## config.mk

```make
export PLATFORM = sky130hd
export DESIGN_NAME = pid_difference_equation
export DESIGN_NICKNAME = d
export VERILOG_FILES = /design/src/rtl/core/pidde_pkg.sv /design/src/rtl/core/pid_difference_equation.sv /design/src/rtl/core/pidde_div.sv /design/src/rtl/core/pidde_datapath.sv /design/src/rtl/core/pidde_ctrl.sv
export SDC_FILE = /design/constraint.sdc
export NUM_CORES = 2
export LEC_CHECK = 0
export ABC_AREA = 1
export BUFFER_PORTS_ARGS = -buffer_cell sky130_fd_sc_hd__buf_2
export CAP_MARGIN = 20
export CELL_PAD_IN_SITES_DETAIL_PLACEMENT = 0
export CELL_PAD_IN_SITES_GLOBAL_PLACEMENT = 2
export CORE_ASPECT_RATIO = 0.5
export CORE_MARGIN = 2
export CORE_UTILIZATION = 40
export CTS_CLUSTER_DIAMETER = 150
export CTS_CLUSTER_SIZE = 14
export DETAILED_ROUTE_END_ITERATION = 8
export PLACE_DENSITY_LB_ADDON = 0.15
export SETUP_SLACK_MARGIN = 0.5
export SKIP_CTS_REPAIR_TIMING = 1
export SYNTH_ARGS = -nofsm -noshare
export SYNTH_HDL_FRONTEND = slang
export SYNTH_SLANG_ARGS = --single-unit
```

## constraint.sdc

```tcl
create_clock -name clk -period 9.4 [get_ports clk]
set_clock_uncertainty 0.15 [all_clocks]
set_input_delay 0.47 -clock clk [delete_from_list [all_inputs] [get_ports clk]]
set_output_delay 0.47 -clock clk [all_outputs]
set_load 0.03 [all_outputs]
```

## src/rtl/core/pidde_pkg.sv

```systemverilog
package pidde_pkg;

    localparam int GAIN_W     = 16;
    localparam int ERR_W      = 16;
    localparam int TIME_W     = 24;
    localparam int DRIVE_W    = 32;
    localparam int CFG_IDX_W  = 2;
    localparam int IN_DATA_W  = 40;
    localparam int OUT_DATA_W = 32;

    // register indexes of the configuration port
    localparam logic [CFG_IDX_W-1:0] CFG_PROP  = 2'd0;
    localparam logic [CFG_IDX_W-1:0] CFG_INT   = 2'd1;
    localparam logic [CFG_IDX_W-1:0] CFG_DERIV = 2'd2;

    localparam logic signed [GAIN_W-1:0] PROP_RESET  = 16'sd256;
    localparam logic signed [GAIN_W-1:0] INT_RESET   = 16'sd256;
    localparam logic signed [GAIN_W-1:0] DERIV_RESET = 16'sd0;

    // internal widths
    localparam int ITERM_PROD_W = GAIN_W + TIME_W + 1;
    localparam int ITERM_SHIFT  = 13;
    localparam int ITERM_W      = ITERM_PROD_W - ITERM_SHIFT;
    localparam int DIV_SHIFT    = 29;
    localparam int DIV_N        = GAIN_W + DIV_SHIFT;
    localparam int DIV_CNT_W    = $clog2(DIV_N);
    localparam int DTERM_W      = DIV_N + 1;
    localparam int PI_W         = ITERM_W + 1;
    localparam int SUM_W        = DTERM_W + 2;
    localparam int PROD_W       = DRIVE_W + ERR_W;
    localparam int ACC_W        = PROD_W + 2;
    localparam int Y_SHIFT      = 8;

    localparam logic signed [DRIVE_W-1:0] Q16_MAX = 32'sh7FFF_FFFF;
    localparam logic signed [DRIVE_W-1:0] Q16_MIN = 32'sh8000_0000;
    localparam logic signed [SUM_W-1:0]   SUM_MAX = 48'sh0000_7FFF_FFFF;
    localparam logic signed [SUM_W-1:0]   SUM_MIN = 48'shFFFF_8000_0000;

    typedef enum logic [3:0] {
        ST_IDLE,
        ST_ITERM,
        ST_DIV,
        ST_DTERM,
        ST_COEF,
        ST_MUL0,
        ST_MUL1,
        ST_MUL2,
        ST_MUL3,
        ST_DONE
    } state_t;

    typedef enum logic [1:0] {
        MUL_A_X0,
        MUL_G_X1,
        MUL_A_X2
    } mul_sel_t;

    typedef struct packed {
        logic     load;
        logic     clear;
        logic     iterm;
        logic     div_start;
        logic     div_step;
        logic     dterm;
        logic     coef;
        logic     mul_en;
        mul_sel_t mul_sel;
        logic     acc_add;
        logic     finish;
    } cmd_t;

    typedef struct packed {
        logic out_free;
    } status_t;

    typedef struct packed {
        logic                      sat;
        logic signed [DRIVE_W-1:0] value;
    } clamp_t;

    function automatic clamp_t clamp_q16(input logic signed [SUM_W-1:0] v);
        clamp_t r;
        if (v > SUM_MAX)
        begin
            r.sat   = 1'b1;
            r.value = Q16_MAX;
        end
        else if (v < SUM_MIN)
        begin
            r.sat   = 1'b1;
            r.value = Q16_MIN;
        end
        else
        begin
            r.sat   = 1'b0;
            r.value = v[DRIVE_W-1:0];
        end
        return r;
    endfunction

endpackage

```

## src/rtl/core/pid_difference_equation.sv

```systemverilog
// channel   dir  handshake            payload
// s_*       in   s_tvalid / s_tready  tdata: error_sample, elapsed_time; tuser: command
// m_*       out  m_tvalid / m_tready  tdata: drive_value; tuser: saturated
// cfg_*     in   cfg_we               cfg_index, cfg_data
//
// from acceptance a sample word passes ITERM, DIV, DTERM, COEF, MUL0 to MUL3 and DONE before
// a valid result, and the next word is taken back in IDLE; DIV is the bit-serial 2d/t divider
// a clear word zeroes the history in the accepting cycle and gives no result
// reset loads the default gains and zeroes the history
// a stalled result holds the block in its last state until the output frees
module pid_difference_equation (
    input  logic                                 clk,
    input  logic                                 rst_n,
    input  logic                                 cfg_we,
    input  logic [pidde_pkg::CFG_IDX_W-1:0]      cfg_index,
    input  logic [pidde_pkg::GAIN_W-1:0]         cfg_data,
    input  logic                                 s_tvalid,
    output logic                                 s_tready,
    input  logic [pidde_pkg::IN_DATA_W-1:0]      s_tdata,   // error_sample, elapsed_time
    input  logic                                 s_tuser,   // command
    output logic                                 m_tvalid,
    input  logic                                 m_tready,
    output logic [pidde_pkg::OUT_DATA_W-1:0]     m_tdata,   // drive_value
    output logic                                 m_tuser    // saturated
);

    pidde_pkg::cmd_t    cmd;
    pidde_pkg::status_t status;

    pidde_ctrl u_ctrl (
        .clk      (clk),
        .rst_n    (rst_n),
        .s_tvalid (s_tvalid),
        .s_tuser  (s_tuser),
        .status   (status),
        .s_tready (s_tready),
        .cmd      (cmd)
    );

    pidde_datapath u_datapath (
        .clk       (clk),
        .rst_n     (rst_n),
        .cfg_we    (cfg_we),
        .cfg_index (cfg_index),
        .cfg_data  (cfg_data),
        .s_tdata   (s_tdata),
        .cmd       (cmd),
        .m_tready  (m_tready),
        .m_tvalid  (m_tvalid),
        .m_tdata   (m_tdata),
        .m_tuser   (m_tuser),
        .status    (status)
    );

endmodule

```

## src/rtl/core/pidde_div.sv

```systemverilog
module pidde_div (
    input  logic                              clk,
    input  logic                              start,
    input  logic                              step,
    input  logic [pidde_pkg::GAIN_W-1:0]      dividend_mag,
    input  logic [pidde_pkg::TIME_W-1:0]      divisor,
    output logic [pidde_pkg::DIV_N-1:0]       quotient
);

    localparam int TW = pidde_pkg::TIME_W;
    localparam int QW = pidde_pkg::DIV_N;

    logic [TW-1:0] divisor_reg;
    logic [TW-1:0] rem_reg;
    logic [TW-1:0] rem_next;
    logic [QW-1:0] quo_reg;
    logic [QW-1:0] quo_next;
    logic [TW:0]   rem_shift;
    logic [TW:0]   rem_diff;
    logic          fits;

    // restoring division, one quotient bit per step
    always_comb
    begin
        rem_shift = {rem_reg, quo_reg[QW-1]};
        rem_diff  = rem_shift - {1'b0, divisor_reg};
        fits      = (rem_shift >= {1'b0, divisor_reg});
        rem_next  = fits ? rem_diff[TW-1:0] : rem_shift[TW-1:0];
        quo_next  = {quo_reg[QW-2:0], fits};
    end

    always_ff @(posedge clk)
    begin
        if (start)
        begin
            divisor_reg <= divisor;
            rem_reg     <= '0;
            quo_reg     <= {dividend_mag, {pidde_pkg::DIV_SHIFT{1'b0}}};
        end
        else if (step)
        begin
            rem_reg <= rem_next;
            quo_reg <= quo_next;
        end
    end

    assign quotient = quo_reg;

endmodule

```

## src/rtl/core/pidde_datapath.sv

```systemverilog
module pidde_datapath (
    input  logic                                 clk,
    input  logic                                 rst_n,
    input  logic                                 cfg_we,
    input  logic [pidde_pkg::CFG_IDX_W-1:0]      cfg_index,
    input  logic [pidde_pkg::GAIN_W-1:0]         cfg_data,
    input  logic [pidde_pkg::IN_DATA_W-1:0]      s_tdata,
    input  pidde_pkg::cmd_t                      cmd,
    input  logic                                 m_tready,
    output logic                                 m_tvalid,
    output logic [pidde_pkg::OUT_DATA_W-1:0]     m_tdata,
    output logic                                 m_tuser,
    output pidde_pkg::status_t                   status
);

    localparam int GW  = pidde_pkg::GAIN_W;
    localparam int EW  = pidde_pkg::ERR_W;
    localparam int TW  = pidde_pkg::TIME_W;
    localparam int DW  = pidde_pkg::DRIVE_W;
    localparam int IPW = pidde_pkg::ITERM_PROD_W;
    localparam int IW  = pidde_pkg::ITERM_W;
    localparam int QW  = pidde_pkg::DIV_N;
    localparam int DTW = pidde_pkg::DTERM_W;
    localparam int PW  = pidde_pkg::PI_W;
    localparam int SW  = pidde_pkg::SUM_W;
    localparam int MW  = pidde_pkg::PROD_W;
    localparam int AW  = pidde_pkg::ACC_W;
    localparam int YS  = pidde_pkg::Y_SHIFT;

    logic signed [GW-1:0]  gain_p_reg;
    logic signed [GW-1:0]  gain_i_reg;
    logic signed [GW-1:0]  gain_d_reg;

    logic signed [EW-1:0]  x_reg;
    logic [TW-1:0]         t_reg;
    logic signed [EW-1:0]  x1_reg;
    logic signed [EW-1:0]  x2_reg;
    logic signed [DW-1:0]  y1_reg;
    logic signed [DW-1:0]  y2_reg;

    logic signed [IW-1:0]  iterm_reg;
    logic signed [DTW-1:0] dterm_reg;
    logic signed [PW-1:0]  pi_reg;
    logic signed [DW-1:0]  a_reg;
    logic signed [DW-1:0]  g_reg;
    logic signed [MW-1:0]  prod_reg;
    logic signed [AW-1:0]  acc_reg;
    logic                  flag_reg;

    logic                  m_tvalid_reg;
    logic [DW-1:0]         drive_reg;
    logic                  sat_out_reg;

    logic signed [IPW-1:0] iterm_prod;
    logic signed [IPW-1:0] iterm_sum;
    logic signed [IPW-1:0] iterm_shift;
    logic [GW-1:0]         d_mag;
    logic [QW-1:0]         quotient;
    logic signed [DTW-1:0] q_ext;
    logic signed [DTW-1:0] dterm_next;
    logic signed [PW-1:0]  pi_next;
    logic signed [SW-1:0]  sum_a;
    logic signed [SW-1:0]  sum_g;
    pidde_pkg::clamp_t     a_clamp;
    pidde_pkg::clamp_t     g_clamp;
    logic signed [DW-1:0]  mul_coef;
    logic signed [EW-1:0]  mul_err;
    logic signed [AW-1:0]  y_round;
    pidde_pkg::clamp_t     y_clamp;
    logic [TW-1:0]         in_time;

    assign in_time = s_tdata[EW +: TW];

    always_ff @(posedge clk or negedge rst_n)
    begin
        if (!rst_n)
        begin
            gain_p_reg <= pidde_pkg::PROP_RESET;
            gain_i_reg <= pidde_pkg::INT_RESET;
            gain_d_reg <= pidde_pkg::DERIV_RESET;
        end
        else if (cfg_we)
        begin
            unique case (cfg_index)
                pidde_pkg::CFG_PROP:  gain_p_reg <= cfg_data;
                pidde_pkg::CFG_INT:   gain_i_reg <= cfg_data;
                pidde_pkg::CFG_DERIV: gain_d_reg <= cfg_data;
                default:              ;
            endcase
        end
    end

    // error and drive history
    always_ff @(posedge clk or negedge rst_n)
    begin
        if (!rst_n)
        begin
            x1_reg <= '0;
            x2_reg <= '0;
            y1_reg <= '0;
            y2_reg <= '0;
        end
        else if (cmd.clear)
        begin
            x1_reg <= '0;
            x2_reg <= '0;
            y1_reg <= '0;
            y2_reg <= '0;
        end
        else if (cmd.finish)
        begin
            x2_reg <= x1_reg;
            x1_reg <= x_reg;
            y2_reg <= y1_reg;
            y1_reg <= y_clamp.value;
        end
    end

    // i*t/2 with round half up
    always_comb
    begin
        iterm_prod  = gain_i_reg * $signed({1'b0, t_reg});
        iterm_sum   = iterm_prod + IPW'(4096);
        iterm_shift = iterm_sum >>> pidde_pkg::ITERM_SHIFT;
    end

    assign d_mag = gain_d_reg[GW-1] ? GW'(-gain_d_reg) : gain_d_reg;

    pidde_div u_div (
        .clk          (clk),
        .start        (cmd.div_start),
        .step         (cmd.div_step),
        .dividend_mag (d_mag),
        .divisor      (t_reg),
        .quotient     (quotient)
    );

    // 2d/t with its sign, and the zero time case
    always_comb
    begin
        q_ext = $signed({1'b0, quotient});
        if (t_reg == '0)
        begin
            if (gain_d_reg > 0)
                dterm_next = DTW'(pidde_pkg::Q16_MAX);
            else if (gain_d_reg < 0)
                dterm_next = DTW'(pidde_pkg::Q16_MIN);
            else
                dterm_next = '0;
        end
        else if (gain_d_reg[GW-1])
        begin
            dterm_next = -q_ext;
        end
        else
        begin
            dterm_next = q_ext;
        end
        pi_next = PW'($signed({gain_p_reg, 8'b0})) + PW'(iterm_reg);
    end

    always_comb
    begin
        sum_a   = SW'(pi_reg) + SW'(dterm_reg);
        sum_g   = (SW'(iterm_reg) + SW'(dterm_reg)) <<< 1;
        a_clamp = pidde_pkg::clamp_q16(sum_a);
        g_clamp = pidde_pkg::clamp_q16(sum_g);
    end

    // multiplier shared by the three error products
    always_comb
    begin
        unique case (cmd.mul_sel)
            pidde_pkg::MUL_A_X0:
            begin
                mul_coef = a_reg;
                mul_err  = x_reg;
            end
            pidde_pkg::MUL_G_X1:
            begin
                mul_coef = g_reg;
                mul_err  = x1_reg;
            end
            pidde_pkg::MUL_A_X2:
            begin
                mul_coef = a_reg;
                mul_err  = x2_reg;
            end
            default:
            begin
                mul_coef = a_reg;
                mul_err  = x_reg;
            end
        endcase
    end

    always_comb
    begin
        y_round = (acc_reg + AW'(128)) >>> YS;
        y_clamp = pidde_pkg::clamp_q16(SW'(y_round));
    end

    always_ff @(posedge clk)
    begin
        if (cmd.load)
        begin
            x_reg <= s_tdata[EW-1:0];
            t_reg <= in_time;
        end
        if (cmd.iterm)
            iterm_reg <= iterm_shift[IW-1:0];
        if (cmd.dterm)
        begin
            dterm_reg <= dterm_next;
            pi_reg    <= pi_next;
        end
        if (cmd.coef)
        begin
            a_reg   <= a_clamp.value;
            g_reg   <= g_clamp.value;
            acc_reg <= $signed({{(AW-DW-YS){y2_reg[DW-1]}}, y2_reg, {YS{1'b0}}});
        end
        else if (cmd.acc_add)
        begin
            acc_reg <= acc_reg + AW'(prod_reg);
        end
        if (cmd.mul_en)
            prod_reg <= mul_coef * mul_err;
        if (cmd.load)
            flag_reg <= (in_time == '0);
        else if (cmd.coef)
            flag_reg <= flag_reg | a_clamp.sat | g_clamp.sat;
        if (cmd.finish)
        begin
            drive_reg   <= y_clamp.value;
            sat_out_reg <= flag_reg | y_clamp.sat;
        end
    end

    always_ff @(posedge clk or negedge rst_n)
    begin
        if (!rst_n)
            m_tvalid_reg <= 1'b0;
        else if (cmd.finish)
            m_tvalid_reg <= 1'b1;
        else if (m_tready)
            m_tvalid_reg <= 1'b0;
    end

    assign m_tvalid        = m_tvalid_reg;
    assign m_tdata         = drive_reg;
    assign m_tuser         = sat_out_reg;
    assign status.out_free = !m_tvalid_reg || m_tready;

endmodule

```

## src/rtl/core/pidde_ctrl.sv

```systemverilog
module pidde_ctrl (
    input  logic                 clk,
    input  logic                 rst_n,
    input  logic                 s_tvalid,
    input  logic                 s_tuser,
    input  pidde_pkg::status_t   status,
    output logic                 s_tready,
    output pidde_pkg::cmd_t      cmd
);

    localparam int CW = pidde_pkg::DIV_CNT_W;

    pidde_pkg::state_t state_reg;
    pidde_pkg::state_t state_next;
    logic [CW-1:0]     cnt_reg;
    logic [CW-1:0]     cnt_next;

    always_ff @(posedge clk or negedge rst_n)
    begin
        if (!rst_n)
        begin
            state_reg <= pidde_pkg::ST_IDLE;
            cnt_reg   <= '0;
        end
        else
        begin
            state_reg <= state_next;
            cnt_reg   <= cnt_next;
        end
    end

    always_comb
    begin
        state_next  = state_reg;
        cnt_next    = cnt_reg;
        s_tready    = 1'b0;
        cmd         = '0;
        cmd.mul_sel = pidde_pkg::MUL_A_X0;
        unique case (state_reg)
            pidde_pkg::ST_IDLE:
            begin
                s_tready = 1'b1;
                if (s_tvalid)
                begin
                    if (s_tuser)
                    begin
                        cmd.clear = 1'b1;
                    end
                    else
                    begin
                        cmd.load   = 1'b1;
                        state_next = pidde_pkg::ST_ITERM;
                    end
                end
            end
            pidde_pkg::ST_ITERM:
            begin
                cmd.iterm     = 1'b1;
                cmd.div_start = 1'b1;
                cnt_next      = '0;
                state_next    = pidde_pkg::ST_DIV;
            end
            pidde_pkg::ST_DIV:
            begin
                cmd.div_step = 1'b1;
                cnt_next     = cnt_reg + 1'b1;
                if (cnt_reg == CW'(pidde_pkg::DIV_N - 1))
                    state_next = pidde_pkg::ST_DTERM;
            end
            pidde_pkg::ST_DTERM:
            begin
                cmd.dterm  = 1'b1;
                state_next = pidde_pkg::ST_COEF;
            end
            pidde_pkg::ST_COEF:
            begin
                cmd.coef   = 1'b1;
                state_next = pidde_pkg::ST_MUL0;
            end
            pidde_pkg::ST_MUL0:
            begin
                cmd.mul_en  = 1'b1;
                cmd.mul_sel = pidde_pkg::MUL_A_X0;
                state_next  = pidde_pkg::ST_MUL1;
            end
            pidde_pkg::ST_MUL1:
            begin
                cmd.mul_en  = 1'b1;
                cmd.mul_sel = pidde_pkg::MUL_G_X1;
                cmd.acc_add = 1'b1;
                state_next  = pidde_pkg::ST_MUL2;
            end
            pidde_pkg::ST_MUL2:
            begin
                cmd.mul_en  = 1'b1;
                cmd.mul_sel = pidde_pkg::MUL_A_X2;
                cmd.acc_add = 1'b1;
                state_next  = pidde_pkg::ST_MUL3;
            end
            pidde_pkg::ST_MUL3:
            begin
                cmd.acc_add = 1'b1;
                state_next  = pidde_pkg::ST_DONE;
            end
            pidde_pkg::ST_DONE:
            begin
                if (status.out_free)
                begin
                    cmd.finish = 1'b1;
                    state_next = pidde_pkg::ST_IDLE;
                end
            end
            default:
            begin
                state_next = pidde_pkg::ST_IDLE;
            end
        endcase
    end

endmodule
```

* Word level (Yosys, flattened, before mapping) *
Cells that the tools add are included.
Widths: inputs -> output; s select.

word-level totals
  register bits after elaboration = 587
  input port bits = 64
  output and inout port bits = 35
  word-level logic and storage cells = 135

operators by class
  $add $sub $neg = 10
  $mul = 2
  magnitude comparators = 9
  equality and inequality tests = 18
  mux-type cells = 49
  bitwise logic cells = 3
  reductions and logical operators = 17

operators with widths
  kind                    count
  $mux 33                 6
  $mux 46                 4
  $mux 32                 5
  $mux 50                 2
  $gt 48x32->1 const B    2
  $lt 48x32->1 const B    2
  $mux 45                 2
  $mux 16                 5
  $add 50x48->50          1
  $add 50x9->50 const B   1
  $logic_not 24->1        2
  $mul 32x16->48          1
  $add 28x46->47          1
  $add 29x46->47          1
  $neg 45->46             1
  $gt 42x32->1 const B    1
  $lt 42x32->1 const B    1
  $add 41x14->41 const B  1
  $mul 16x25->41          1
  $pmux 4 s10             1
  $pmux 16 s2             1
  $add 24x28->29          1
  $ge 25x24->1            1
  $mux 24                 1
  28 further kinds        63

* Depth between registers and ports, before layout *
  depth after elaboration = 8
  gate-level depth with buffers = 37
  mapped depth without buffers = 34

* Hierarchy *
A second synthesis with hierarchy kept.

unflattened totals
  cell total of the unflattened synthesis = 8906
  area total of the unflattened synthesis = 68652.1 um^2

by module, submodules not included
  module          times used  cells each  area an instance (um^2)  seq. area each (um^2)
  pidde_datapath  1           8121        62723.9                  13730.7
  pidde_div       1           693         5290.1                   2262.2
  pidde_ctrl      1           92          638.1                    250.2

* Least setup slack after synthesis *
No wires, ideal clock.

  path type = reg-to-reg
  start = reg u_ctrl.state_reg[3]
  end = reg u_datapath.prod_reg[47], data pin
  library setup time = 260 ps
  arrival = 7207 ps
  required time = 8990 ps
  path slack = 1783 ps
  stages on the path, launching flop included = 34
  buffers on the path = 4
  period minus slack after synthesis = 7617 ps
  path through = dfrtp_1 nor2_1 inv_1 nor2_1 inv_1 ha_1 clkbuf_1 clkinv_1 clkbuf_1 o221ai_1 o21ai_0 clkbuf_1 clkbuf_1 nor2_1 fa_1 fa_1 fa_1 fa_1 fa_1 inv_1 fa_1 inv_1 ha_1 a21oi_1 inv_1 a31oi_1 o21ai_0 a31oi_1 inv_1 a21oi_1 o21ai_0 nand3_1 nand2_1 xor2_1

on the way
  word-level cells in the longest chain between the ends = 5
  elaborated cells on any way between the ends = 9
  those cells by class = mul: 1; eq/ne: 5; mux: 3

ends and longest elaborated chain
  element                                          line                   RTL
  start, declared                                  pidde_ctrl.sv:13       pidde_pkg::state_t state_reg;
  start signal, assigned                           pidde_ctrl.sv:22       state_reg <= pidde_pkg::ST_IDLE;
  start signal, assigned                           pidde_ctrl.sv:27       state_reg <= state_next;
  $eq 4x3->1                                       pidde_ctrl.sv:39       unique case (state_reg)
  $pmux 3 s3 (*)                                   pidde_ctrl.sv:39
  $eq 2x2->1 / $eq 2x1->1 (equally long branches)  pidde_datapath.sv:173  unique case (cmd.mul_sel)
  $pmux 16 s2 / $mux 32 (equally long branches)    pidde_datapath.sv:173
  $mul 32x16->48 (*)                               pidde_datapath.sv:228  prod_reg <= mul_coef * mul_err;
  end signal, assigned                             pidde_datapath.sv:228
  end, declared                                    pidde_datapath.sv:46   logic signed [MW-1:0] prod_reg;

Mark *: on every way between the ends. The rest lies on a longest branch, timed or not.
A chain may end at the register's enable or synchronous reset.

* Worst setup path in the final report *
  start = reg u_ctrl.state_reg[3]
  end = reg u_datapath.prod_reg[44], data pin

Same word-level chain as after synthesis.

==> metrics.cfg <==
[layout]
largest_reg_flops = 50
layout.nets = 10110
drive_gt1_share_pct = 4.241
stdcell_area_mm2 = 0.07313
area_growth_pct = 7.855

[synth]
synth_area_per_cell_um2 = 7.759
async_reset_ff_share_pct = 26.41
synthFlopType = edfxtp_1
syn_inst = 8739
synth_nets = 10040
ys_ff_latch = 587
synthesis.area_mm2 = 0.06781
ys_seq_area_share_pct = 23.96
synthDistinctLibCells = 57
synth_edf_count = 371
yosysWarnings = 0

[min_path]
min_path_type = in -> reg
hold_depth = 3
min-delay-start = cfg_data[10]

[clocking]
clk_pin_slew_ns = 0.11
cts_tree = yes
numCtsBuffers = 47
cts_buffer_depth = 3
cts-root-buf = clkbuf_16
clock-sinks = 587
worstSkewPairLatency_ns = 0.69
h-tree-depth = 2

[sta]
setup_viol = 0
rsz0062_at_grt = no
finalHoldViolations = 0
fin_crit_sh_pct = 90.86
tightest_slew_ns = 1.149
fmax_ghz = 0.1171
drv_slew = 0
fin_ws_ns = 0.8592
fin_setup_tns_ns = 0
finalCriticalPeriod_ns = 8.541
slew_headroom_pct = 23.39

[grt]
grt_pass1_wl_um = 346700
antenna_found_initial = 2
track_usage_pct = 26.53
grt-ovfl-total = 0
grt_max_degree = 97
grt_pass1_vias = 56700

[worst_setup_path]
endpoint_kind = flip-flop
critPathKind = reg -> reg
cp_max_fo = 63
crit_path_max_incr_delay_ns = 0.65
cp_data_arrival_time_ns = 8.84
critPathLaunch = u_ctrl.state_reg[3]
r2r-start = u_ctrl.state_reg[3]
r2r_cells = 27
crit_slowest_cell = o21ai_0
worstPathRequired_ns = 9.70
cp-start-kind = flip-flop

[flow_run]
maxCapViolations = 0

[detailed_routing]
drt_iter0_markers = 3242
vias = 55280
finalWirelength_um = 227900
drtAntennaViolNets = 0
drt_drc_violations_left = 0
viasPerCell = 4.975
dr.pass1.iters = 6
wl_per_cell_um = 20.51

[place]
io_buffers = 98
place_congestion = 0.9329
placed_cell_area_mm2 = 0.07123
hpwl_um = 187100
dpl_worst_slack_ns = 0.2270

[die]
die-height_um = 295.1
num_rows = 106
ios = 99
initial_core_util_pct = 40.41
die-width_um = 586.3
die_area_mm2 = 0.1730
coreArea_mm2 = 0.1678

[run_status]
run_status = finished clean

==> worst max-delay path, delay by kind of cell, from the launching register on <==
family	cells	cell delay, ns
adder cells (fa/ha/maj)	8	3.71
AO/OA/AOI/OAI	4	1.71
AND/OR/NAND/NOR	7	1.24
buffers and inverters	7	0.93
flip-flops	1	0.43
XOR/XNOR	1	0.10
==> kinds of logic after synthesis <==
kind of cell	after synthesis	share of synthesized area, %
AND/OR/NAND/NOR	3398	20.23
flip-flops	587	23.96
buffers and inverters	2205	12.27
AO/OA/AOI/OAI	1058	8.610
adder cells (fa/ha/maj)	1238	31.67
XOR/XNOR	253	3.268
==> synth_stat cells, types with 6 or more instances <==
cell / instances / share of area (%)
o21ai_1: 20 / 0.15
o21a_1: 23 / 0.25
nand2_1: 2244 / 12
a21o_1: 16 / 0.18
a21boi_0: 11 / 0.12
or2_2: 24 / 0.22
and3_1: 8 / 0.074
and2_1: 7 / 0.065
a31oi_1: 58 / 0.54
nand3b_1: 11 / 0.12
xor2_1: 166 / 2.1
nor3_1: 74 / 0.55
nand3_1: 200 / 1.5
nand2_2: 7 / 0.065
clkinv_1: 13 / 0.072
dfrtp_1: 153 / 5.6
o211ai_1: 18 / 0.20
buf_1: 15 / 0.083
fa_1: 797 / 24
o22ai_1: 68 / 0.63
o21bai_1: 22 / 0.24
nand3_2: 8 / 0.12
edfxtp_1: 371 / 16
ha_1: 441 / 8.1
nor2_2: 7 / 0.065
nor2_1: 676 / 3.7
clkbuf_1: 225 / 1.2
o31ai_1: 6 / 0.066
inv_1: 1929 / 11
o21ai_0: 388 / 2.9
xnor2_1: 87 / 1.1
nor3_2: 6 / 0.089
nand4_1: 83 / 0.77
nor4_1: 28 / 0.26
dfxtp_1: 61 / 1.8
a21oi_1: 388 / 2.9
o221ai_1: 22 / 0.28
buf_2: 16 / 0.12
==> final timing paths <==
path,slack (ns),endpoint
worst max register to register,0.86,u_datapath.prod_reg[44]
worst max-delay path,0.86,u_datapath.prod_reg[44]
worst min-delay path,0.06,u_datapath.gain_d_reg[10]
worst min register to register,0.32,u_datapath.acc_reg[2]
max in group asynchronous,7.27,u_datapath.gain_p_reg[5]
min in group asynchronous,0.35,u_datapath.y1_reg[3]
==> per-stage QoR <==
stage / cells / hold slack [ns] / util [%]
2_1_floorplan: 8739 / 0.02441 / -
3_3_place_gp: 10980 / 0.3145 / 42.46
3_5_place_dp: 10980 / 0.3158 / 42.46
4_1_cts: 11060 / -0.2221 / 43.27
5_1_grt: 11110 / 0.05340 / 43.59
6_report: 11110 / 0.05663 / 43.59
==> layer usage <==
layer,part of all wire (%),vias up,global-route usage (%)
met5,0,-,0
met4,3.3,0,7.660
met3,3.5,258,2.344
met2,48,1057,46.32
met1,45,26960,35.10
li1,-,27000,-
==> layout by cell type, fill, tap and decap left out, types with 27 or more instances in the layout <==
| cell | count |
|---|---|
| nand2_1 | 2242 |
| inv_1 | 1926 |
| fa_1 | 797 |
| nor2_1 | 671 |
| ha_1 | 440 |
| a21oi_1 | 387 |
| o21ai_0 | 376 |
| edfxtp_1 | 371 |
| nand3_1 | 200 |
| xor2_1 | 166 |
| dfrtp_1 | 153 |
| buf_4 | 132 |
| buf_2 | 97 |
| xnor2_1 | 87 |
| nand4_1 | 83 |
| nor3_1 | 74 |
| o22ai_1 | 68 |
| dfxtp_1 | 61 |
| a31oi_1 | 57 |
| clkbuf_16 | 49 |
| dlygate4sd3_1 | 42 |
| clkbuf_1 | 36 |
| nor4_1 | 27 |
==> final cells by class <==
cell class	count	area, um2
antenna	1	2.502
clock buffer	85	1361
fill	17490	94640
inverter	1946	7327
multi-input combinational	5947	43350
sequential	587	16240
tap	2268	2838
timing repair buffer	277	2011
Power is left out: the tool's default activity adds up to more than one toggle a clock period on the data nets, which glitch-free logic cannot reach.
